$ cat config.mk
export PLATFORM = sky130hd
export DESIGN_NAME = rle_image_unit_decoder
export DESIGN_NICKNAME = d
export VERILOG_FILES = /design/src/rtl/rlei_pkg.sv /design/src/rtl/rle_image_unit_decoder.sv
export SDC_FILE = /design/constraint.sdc
export NUM_CORES = 1
export LEC_CHECK = 0
export BUFFER_PORTS_ARGS = -buffer_cell sky130_fd_sc_hd__buf_2
export CAP_MARGIN = 30
export CORE_ASPECT_RATIO = 0.7
export CORE_MARGIN = 2
export CORE_UTILIZATION = 35
export CTS_BUF_LIST = sky130_fd_sc_hd__clkbuf_4 sky130_fd_sc_hd__clkbuf_8
export CTS_CLUSTER_SIZE = 24
export DETAILED_ROUTE_END_ITERATION = 8
export GPL_ROUTABILITY_DRIVEN = 0
export GPL_TIMING_DRIVEN = 0
export PLACE_DENSITY_LB_ADDON = 0.1
export SLEW_MARGIN = 25
export SYNTH_ARGS = -nofsm -noshare
export SYNTH_HDL_FRONTEND = slang
export SYNTH_SLANG_ARGS = --single-unit
$ cat constraint.sdc
create_clock -name clk -period 4.3 [get_ports clk]
set_input_delay 0.645 -clock clk [delete_from_list [all_inputs] [get_ports clk]]
set_output_delay 0.645 -clock clk [all_outputs]
set_load 0.1 [all_outputs]
$ cat src/rtl/rlei_pkg.sv
// Package for the run-length image unit decoder.
// Holds decode phase type, pixel format codes, register indexes and unit conversion.
// No dependencies.
package rlei_pkg;

	typedef enum logic [1:0] {
		PH_HEADER  = 2'd0,
		PH_REPEAT  = 2'd1,
		PH_LITERAL = 2'd2
	} phase_t;

	localparam logic [1:0] FMT_MONO8   = 2'd0;
	localparam logic [1:0] FMT_MONO16  = 2'd1;
	localparam logic [1:0] FMT_RGB332  = 2'd2;
	localparam logic [1:0] FMT_RGB565  = 2'd3;

	localparam logic REG_PIXEL_FORMAT = 1'b0;
	localparam logic REG_RLE_ENABLE   = 1'b1;

	localparam logic [15:0] BYTE_MASK   = 16'h00FF;
	localparam logic [15:0] FLAG_BYTE   = 16'h0080;
	localparam logic [15:0] FLAG_WORD   = 16'h8000;
	localparam logic [6:0]  COUNT_MASK  = 7'h7F;
	localparam logic [7:0]  RED_MASK    = 8'hE0;
	localparam logic [7:0]  GREEN_MASK  = 8'h1C;
	localparam logic [7:0]  BLUE_MASK   = 8'h03;

	typedef struct packed {
		logic [15:0] pixel_color;
		logic [15:0] mono_pattern;
	} unit_out_t;

	function automatic unit_out_t convert_unit(input logic [1:0] fmt, input logic [15:0] unit);
		unit_out_t r;
		logic [7:0] b;
		b = unit[7:0];
		r = '0;
		case (fmt)
			FMT_MONO8:  r.mono_pattern = unit & BYTE_MASK;
			FMT_MONO16: r.mono_pattern = unit;
			FMT_RGB332: r.pixel_color = {b[7:5] & RED_MASK[7:5], 2'b00,
				b[4:2] & GREEN_MASK[4:2], 3'b000, b[1:0] & BLUE_MASK[1:0], 3'b000};
			default:    r.pixel_color = unit;
		endcase
		return r;
	endfunction

endpackage

$ cat src/rtl/rle_image_unit_decoder.sv
// Run-length image unit decoder: headers, repeat and literal runs, RGB332/mono expansion.
// Depends on rlei_pkg.
// The result is registered: an accepted unit's result reaches the result register in the next cycle.
// Throughput: one unit per cycle; input stalls only while a held result is stalled.
// Reset: asynchronous, clears config to mono bytes/raw, phase to header, run length to one.
module rle_image_unit_decoder (
	input  logic        clk,
	input  logic        arst_n,
	input  logic        cfg_valid,
	output logic        cfg_ready,
	input  logic        cfg_index,
	input  logic [1:0]  cfg_data,
	input  logic        in_valid,
	output logic        in_stall,
	input  logic [15:0] data_unit,
	input  logic        last_unit,
	output logic        out_valid,
	input  logic        out_stall,
	output logic [15:0] pixel_color,
	output logic [15:0] mono_pattern,
	output logic [7:0]  run_length,
	output logic        end_of_image
);

	logic [1:0]       pixel_format_q;
	logic             rle_enable_q;
	rlei_pkg::phase_t phase_q, phase_d;
	logic [6:0]       literal_left_q, literal_left_d;
	logic [7:0]       repeat_length_q, repeat_length_d;
	logic             out_valid_q;
	logic [15:0]      color_q, pattern_q;
	logic [7:0]       run_q;
	logic             eoi_q;

	logic                in_fire;
	logic                wide;
	logic [15:0]         unit;
	logic                flag;
	logic                produce;
	logic [7:0]          run_d;
	rlei_pkg::unit_out_t conv;

	assign cfg_ready = 1'b1;
	assign in_stall  = out_valid_q & out_stall;
	assign in_fire   = in_valid & ~in_stall;

	assign wide = (pixel_format_q == rlei_pkg::FMT_MONO16) ||
		(pixel_format_q == rlei_pkg::FMT_RGB565);
	assign unit = wide ? data_unit : (data_unit & rlei_pkg::BYTE_MASK);
	assign flag = (pixel_format_q == rlei_pkg::FMT_MONO16) ?
		((unit & rlei_pkg::FLAG_WORD) != 16'd0) : ((unit & rlei_pkg::FLAG_BYTE) != 16'd0);
	assign conv = rlei_pkg::convert_unit(pixel_format_q, unit);

	always_comb begin
		phase_d         = phase_q;
		literal_left_d  = literal_left_q;
		repeat_length_d = repeat_length_q;
		produce         = 1'b0;
		run_d           = 8'd1;
		if (!rle_enable_q) begin
			phase_d         = rlei_pkg::PH_HEADER;
			literal_left_d  = 7'd0;
			repeat_length_d = 8'd1;
			produce         = 1'b1;
		end else begin
			case (phase_q)
				rlei_pkg::PH_REPEAT: begin
					produce         = 1'b1;
					run_d           = repeat_length_q;
					phase_d         = rlei_pkg::PH_HEADER;
					repeat_length_d = 8'd1;
				end
				rlei_pkg::PH_LITERAL: begin
					produce = 1'b1;
					if (literal_left_q == 7'd0)
						phase_d = rlei_pkg::PH_HEADER;
					else
						literal_left_d = literal_left_q - 7'd1;
				end
				default: begin
					if (flag) begin
						repeat_length_d = {1'b0, unit[6:0] & rlei_pkg::COUNT_MASK} + 8'd1;
						phase_d         = rlei_pkg::PH_REPEAT;
					end else begin
						literal_left_d = unit[6:0] & rlei_pkg::COUNT_MASK;
						phase_d        = rlei_pkg::PH_LITERAL;
					end
				end
			endcase
		end
		if (last_unit) begin
			phase_d         = rlei_pkg::PH_HEADER;
			literal_left_d  = 7'd0;
			repeat_length_d = 8'd1;
		end
	end

	always_ff @(posedge clk or negedge arst_n) begin
		if (!arst_n) begin
			pixel_format_q  <= rlei_pkg::FMT_MONO8;
			rle_enable_q    <= 1'b0;
			phase_q         <= rlei_pkg::PH_HEADER;
			literal_left_q  <= 7'd0;
			repeat_length_q <= 8'd1;
			out_valid_q     <= 1'b0;
		end else begin
			if (cfg_valid && cfg_ready) begin
				case (cfg_index)
					rlei_pkg::REG_PIXEL_FORMAT: pixel_format_q <= cfg_data;
					default:                    rle_enable_q   <= cfg_data[0];
				endcase
			end
			if (in_fire) begin
				phase_q         <= phase_d;
				literal_left_q  <= literal_left_d;
				repeat_length_q <= repeat_length_d;
				out_valid_q     <= produce;
			end else if (!out_stall) begin
				out_valid_q <= 1'b0;
			end
		end
	end

	// result payload
	always_ff @(posedge clk) begin
		if (in_fire && produce) begin
			color_q   <= conv.pixel_color;
			pattern_q <= conv.mono_pattern;
			run_q     <= run_d;
			eoi_q     <= last_unit;
		end
	end

	assign out_valid    = out_valid_q;
	assign pixel_color  = color_q;
	assign mono_pattern = pattern_q;
	assign run_length   = run_q;
	assign end_of_image = eoi_q;

endmodule

==> Word level (Yosys, flattened, before mapping) <==
Cells that the tools add are included.
{ "word_totals": {"register_bits": 62, "input_bits": 25, "output_inout_bits": 44, "elab_cells": 62} }
{ "classes": {"n_addsub": 2, "n_eq_ne": 12, "muxes": 22, "n_bitwise": 4, "n_reduce_logical": 12} }
{ "ops": {"columns": ["op", "n"], "rows": [
  ["$pmux 16 s2", 2],
  ["$mux 7", 4],
  ["$mux 8", 3],
  ["$mux 16", 1],
  ["$pmux 8 s2", 1],
  ["$pmux 7 s2", 1],
  ["$add 7x1->8 const B", 1],
  ["$mux 2", 4],
  ["$ne 4x4->1 const B", 2],
  ["$reduce_and 2->1", 4],
  ["$logic_not 7->1", 1],
  ["$sub 7x1->7 const B", 1],
  ["$eq 2x2->1 const B", 3],
  ["$ne 3x3->1 const B", 2],
  ["$mux 1", 5],
  ["$eq 2x1->1 const B", 2],
  ["$ne 4x2->1 const B", 1],
  ["$ne 4x3->1 const B", 1],
  ["$pmux 2 s2", 1],
  ["$reduce_and 4->1", 1],
  ["$reduce_or 2->1", 2],
  ["$reduce_and 3->1", 1],
  ["$and 1x1->1", 2],
  ["$logic_not 2->1", 1],
  ["other kinds (4)", 5]
]} }

==> Logic depth before layout (Yosys ltp) <==
Gate-level depths: netlist (run 1).
{ "logic_depth": {"ltp_word": 8, "mapped_depth": 8, "depth_no_buf": 7} }

==> Worst setup path after synthesis (run 1) <==
Ideal clock, no wire load.
{ "synth_timing": {"path_kind": "flip-flop to flip-flop", "startpoint": "register out_valid_q (netlist: out_valid)", "endpoint": "register eoi_q (netlist: end_of_image) (enable)", "setup_time_ps": 454, "arrival_time_ps": 3159, "required_time_ps": 3846, "setup_slack_ps": 687, "stages_incl_launch_ff": 3, "path_buffers": 0, "synth_period_minus_slack_ps": 3613, "path_cell_list": "dfrtp_1 a21bo_2 a21oi_1"} }
{ "synth_via": {"elab_chain_len": 4} }
{ "synth_lines": {"columns": ["item", "line", "source"], "rows": [
  ["start: declaration", "rle_image_unit_decoder.sv:30", "logic out_valid_q;"],
  ["start signal: assignment", "rle_image_unit_decoder.sv:117", "out_valid_q <= produce;"],
  ["$and 1x1->1", "rle_image_unit_decoder.sv:44", "assign in_stall = out_valid_q & out_stall;"],
  ["$not 1->1", "rle_image_unit_decoder.sv:45", "assign in_fire = in_valid & ~in_stall;"],
  ["$and 1x1->1", "rle_image_unit_decoder.sv:45", null],
  ["$logic_and 1x1->1", "rle_image_unit_decoder.sv:126", "if (in_fire && produce) begin"],
  ["end signal: assignment", "rle_image_unit_decoder.sv:130", "eoi_q <= last_unit;"],
  ["end: declaration", "rle_image_unit_decoder.sv:33", "logic eoi_q;"]
]} }
Every way passes these cells.
A chain may end at the register's enable or synchronous reset.

==> Worst setup path after layout (run 1) <==
{ "layout_timing": {"startpoint": "register literal_left_q[0]", "endpoint": "register literal_left_q[4]"} }
{ "layout_via": {"elab_chain_len": 5, "elab_cells_between_ends": 8, "classes_between": "1 x add/sub; 1 x eq/ne; 4 x mux; 2 x reduce/logical"} }
{ "layout_lines": {"columns": ["item", "line", "source"], "rows": [
  ["start: declaration", "rle_image_unit_decoder.sv:28", "logic [6:0] literal_left_q, literal_left_d;"],
  ["start signal: assignment", "rle_image_unit_decoder.sv:115", "literal_left_q <= literal_left_d;"],
  ["$sub 7x1->7", "rle_image_unit_decoder.sv:78", "literal_left_d = literal_left_q - 7'd1;"],
  ["$mux 7", "rle_image_unit_decoder.sv:75", "if (literal_left_q == 7'd0)"],
  ["$pmux 7 s2", "rle_image_unit_decoder.sv:66", "case (phase_q)"],
  ["$mux 7", "rle_image_unit_decoder.sv:60", "if (!rle_enable_q) begin"],
  ["$mux 7", "rle_image_unit_decoder.sv:91", "if (last_unit) begin"]
]} }
Parallel ways exist; a longest one is shown, timed or not. The select of a mux whose other input is x is not followed.

==> flow_metrics.tcl, run 1 <==
set metrics [dict create \
    drc 0 \
    ir_worst_vdd_v 0.0002141 \
    nets 337 \
    grt_pass1_vias 1965 \
    grt_usage 0.1581 \
    ctsRootBufferMaster "clkbuf_8" \
    synthToLayoutAreaGrowth_pct 25.40 \
    end_kind "register" \
    die_y_um 79.40 \
    n_antenna_cell 0 \
    status "completed" \
    synth_top_area_share 0.4331 \
    syn_area_mm2 0.002843 \
    slew-limit-headroom 0.6221 \
    clk_pin_slew_ps 70 \
    grt_overflow_total 0 \
    fmax_mhz 473.1 \
    drtIter0Drc 103 \
    multi_input_area_mm2 0.001002 \
    via_per_inst 4.802 \
    rows 27 \
    core_mm2 0.007871 \
    slew_viol_final 0 \
    start_util 0.3612 \
    yosysTopAreaCell "edfxtp_1" \
    synthArstFlopShare 0.3387 \
    synth.ff_latch_count 62 \
    worst_slew_pin_slew_ps 566.9 \
    min_path_type "in2async" \
    cp_data_required_time_ps 4510 \
    grt_pass1_wl_um 10490 \
    clock_skew_ps 9.412 \
    die-width_um 111.7 \
    final_cell_mix "67 x buf_2, 41 x edfxtp_1, 20 x dfrtp_1" \
    cts_setup_buffers 0 \
    cp.arrival_ps 2330 \
    cts.sinks 62 \
    wl_per_cell_um 15.59 \
    clk_path_buf_depth 2 \
    layout_commonest_cell "buf_2" \
    path_max_fanout 10 \
    cts_tree "yes" \
    reg2reg_depth 8 \
    place_area_mm2 0.003371 \
    cts_hold_repair.buffers 0 \
    grt_max_degree 22 \
    ys.flop_type "edfxtp_1" \
    regArea_mm2 0.001758 \
    synth_edf_count 41 \
    wirelength_um 6454 \
    insertion_delay_ps 340 \
    portBuffers 67 \
    critPathLaunchType "register" \
    dp_cells 398 \
    synthCells 228 \
    hpwlAfterDp_um 4577 \
    yosysWarnings 0 \
    max_cap_violations 0 \
    fin_tns_setup_ps 0 \
    setup_viol 0 \
    period_share 0.4915 \
    fillers 764 \
    fin_cells 414 \
    synth.yosys.seq_area_share 0.6184 \
    dieArea_mm2 0.008870 \
    power_mw 1.953 \
    syn-num-nets 257 \
    cts_made_buffers 9 \
    rsz0062_at_grt "false" \
    ant_nets 0 \
    htreeDepth 3 \
    yosysUniqueCellTypes 45 \
    pin_count 69 \
    power_density_mw_per_mm2 547.8 \
    p_leak_nw 1.520 \
    synthTopCellsByArea "edfxtp_1 43%, dfrtp_1 18%, nor2b_1 4.2%" \
    dr.pass1.iters 4 \
    min_period_ps 2114 \
    vias 1988 \
    crit_type "reg2reg" \
    final_area_mm2 0.003565 \
    antenna_found_initial 1 \
    drive_gt1_frac 0.3291 \
    hold_violations 0 \
    holdWs_ps 262.0 \
    cts_resized 0 \
    synth.avg_cell_area_um2 12.47 \
]
-- layer usage --
metal,track usage,routed length [um]
met1,0.2214,3255
met2,0.2236,2681
met3,0.06530,431
met4,0.04815,72
met5,0,13
-- where the power goes --
group	leakage [nW]	switching [mW]	internal, mW
sequential	0.669	0.0329	0.726
combinational	0.758	0.541	0.153
clock	0.0933	0.228	0.272
-- sequential cells by signal, summed over array words and instances (netlist names), 2 cells and up --
name / flops
pixel_color: 16
pixel_format_q: 2
phase_q: 2
run_length: 8
literal_left_q: 7
mono_pattern: 16
repeat_length_q: 8
-- per-stage QoR --
| stage | worst slack [ps] | utilization |
|---|---|---|
| 6_report | 2186 | 0.4529 |
| 5_1_grt | 2043 | 0.4529 |
| 4_1_cts | 2204 | 0.4529 |
| 3_5_place_dp | 2068 | 0.4282 |
| 3_3_place_gp | -304.4 | 0.4198 |
| 2_1_floorplan | 687.1 | - |
-- cells by family (layout without fill, tap and decap cells) --
logic type                 Yosys count  in the layout  synth area share
AOI/OAI and AO/OA                   35             35           0.08583
xor gates and xnor gates             6              6           0.01849
adders and majority gates            4              4           0.01761
buffers and inverters               19            104           0.03301
DFF                                 62             62            0.6184
muxes                               14             14           0.05369
other                                1              1          0.001319
and+or+nand+nor                     87             87            0.1717
-- synthesized netlist by cell type, types with 3 or more instances --
cell / number
mux2i_1: 9
nor2b_1: 19
nor3_1: 3
and2_1: 9
dfrtp_1: 20
nand3_1: 6
nand2_1: 15
clkbuf_1: 6
nor2_1: 10
inv_1: 8
ha_1: 4
a21oi_1: 4
and3_1: 16
edfxtp_1: 41
o21ai_0: 11
a31oi_1: 3
xnor2_1: 4
mux2_2: 3
o21ai_1: 5
-- final cells by class --
cell class              count  share of cell area
well taps                 101             0.03545
flip-flops and latches     62              0.4932
clock buffers              10             0.03686
multi-input cells         147              0.2812
repair buffers             69              0.1095
plain buffers              11             0.01790
inverters                   8            0.008424
clock inverters             6             0.01755
-- worst paths after layout --
kind	slack [ps]	endpoint	start
worst max-delay path	2190	literal_left_q[4]	literal_left_q[0]
worst min-delay path	260	pixel_format_q[1]	arst_n
worst max register to register	2190	literal_left_q[4]	literal_left_q[0]
worst min register to register	480	repeat_length_q[6]	repeat_length_q[6]
max in group asynchronous	3680	repeat_length_q[0]	arst_n
min in group clk	480	repeat_length_q[6]	repeat_length_q[6]
-- worst max-delay path, cell delays in order (launching register included) --
cell and delay [ps]:
dfrtp_1 390, inv_1 70, ha_1 230, nor3b_2 200, a2111oi_0 500, a211oi_2 130, buf_6 170, o21ai_1 180
o211ai_1 110
(Power assumes the default switching activity.)
==> run 2: changes to the inputs <==
- clock period: 4.3 -> 1.99 ns (I/O delays scaled with it)
==> run 2 against run 1 <==
Compared with the run above: combinational power is 120% higher; sequential power is 120% higher; register-to-register slack worse by 2100 ps; core utilization is 0.56 points higher; critical path type unchanged; largest cell class unchanged; largest power group unchanged.
==> flow_metrics.tcl, run 2 (synthesis gave the netlist of run 1 again) <==
set metrics [dict create \
    clk_path_buf_depth 2 \
    ant_nets 0 \
    vias 2004 \
    cts.sinks 62 \
    slew_viol_final 0 \
    dieArea_mm2 0.008870 \
    p_leak_nw 1.535 \
    grt.met2_usage 0.2248 \
    grt_pass1_wl_um 10390 \
    power_density_mw_per_mm2 1185 \
    layout_commonest_cell "buf_2" \
    ctsRootBufferMaster "clkbuf_8" \
    hold_violations 0 \
    min_period_ps 1860 \
    path_max_fanout 10 \
    wl_per_cell_um 15.68 \
    fillers 778 \
    core_mm2 0.007871 \
    nets 339 \
    final_cell_mix "67 x buf_2, 41 x edfxtp_1, 19 x nor2b_1, 19 x dfrtp_1, 16 x and3_1" \
    min_path_type "in2reg" \
    hpwlAfterDp_um 4617 \
    final_area_mm2 0.003608 \
    clock_skew_ps 10.02 \
    path_buf_inv 2 \
    holdWs_ps 160.9 \
    die_y_um 79.40 \
    critPathLaunchType "register" \
    power_mw 4.275 \
    path_delay_family "compound AO/OA/AOI/OAI gates" \
    insertion_delay_ps 340 \
    portBuffers 67 \
    cpPeakStageDelay_ps 400 \
    status "completed" \
    fmax_mhz 537.8 \
    crit_chain "inv_1 -> ha_1 -> nor3b_4 -> a2111oi_2 -> a211oi_2 -> buf_6 -> o21ai_1 -> o211ai_1" \
    pin_count 69 \
    die-width_um 111.7 \
    slowest_stage "dfrtp_1" \
    grt_pass1_vias 1933 \
    cts_tree "yes" \
    drc 0 \
    slew-limit-headroom 0.6122 \
    drive_gt1_frac 0.3429 \
    holdPathStages 1 \
    grt_max_degree 22 \
    grt_usage 0.1556 \
    setup_viol 0 \
    htreeDepth 3 \
    crit_cells 8 \
    max_cap_violations 0 \
    cp.arrival_ps 2070 \
    clk_pin_slew_ps 70 \
    cts_made_buffers 9 \
    grt_most_used_layer "met2" \
    place_area_mm2 0.003368 \
    ir_worst_vdd_v 0.0005063 \
    dr.pass1.iters 4 \
    drtIter0Drc 120 \
    synthToLayoutAreaGrowth_pct 26.94 \
    end_kind "register" \
    cp_data_required_time_ps 2200 \
    grt_use_met3 0.06378 \
    period_share 0.9344 \
    crit_type "reg2reg" \
    n_antenna_cell 0 \
    met1_usage 0.2184 \
    antenna_found_initial 0 \
    wirelength_um 6523 \
    worst_slew_pin_slew_ps 581.7 \
    start_util 0.3612 \
    rows 27 \
    reg2reg_depth 8 \
    grt_overflow_total 0 \
    via_per_inst 4.817 \
]
run 2: through the flow:
step,cells,worst slack (ps),utilization,setup TNS [ps]
6_report,416,130.5,0.4584,0
3_3_place_gp,396,-285.1,0.4225,-11760
3_5_place_dp,398,-18.23,0.4279,-18.23
2_1_floorplan,228,-18.25,-,-748.3
4_1_cts,415,35.05,0.4546,0
5_1_grt,416,-4.600,0.4584,-5.436
run 2: area by class of cell:
class                   count  area [um^2]  share of cell area
flip-flops and latches     62         1762              0.4882
multi-input cells         147         1032              0.2861
repair buffers             71        395.4              0.1096
clock buffers              11        138.9             0.03849
well taps                 101        126.4             0.03502
plain buffers              11        63.81             0.01768
clock inverters             5        60.06             0.01664
inverters                   8        30.03            0.008322
run 2: where the power goes:
group / switching [mW] / internal [mW]
Combinational: 1.18 / 0.340
Sequential: 0.0743 / 1.57
Clock: 0.502 / 0.608
Total: 1.75 / 2.52
run 2: per-layer routing:
metal	share of wire	vias up	wire length, um
met3	0.072	8	470
met1	0.49	949	3202
met4	0.0097	0	63
met5	0	-	0
li1	-	983	-
met2	0.43	64	2786
run 2: final timing paths:
path | start | to | slack [ps]
setup / recovery | literal_left_q[0] | literal_left_q[4] | 130
hold / removal | last_unit | end_of_image | 160
setup reg to reg | literal_left_q[0] | literal_left_q[4] | 130
hold reg to reg | repeat_length_q[2] | repeat_length_q[2] | 480
max in group asynchronous | arst_n | out_valid | 1140
min in group asynchronous | arst_n | literal_left_q[0] | 460
run 2: timing repair:
action                                  4_1_cts  5_1_grt
pin swaps                                     0        2
endpoints found under the setup margin        2       12
gates resized for setup                       1        4
gates cloned                                  0        0
buffers inserted                              0        1
endpoints found under the hold margin        20        0
hold buffers                                  1        0
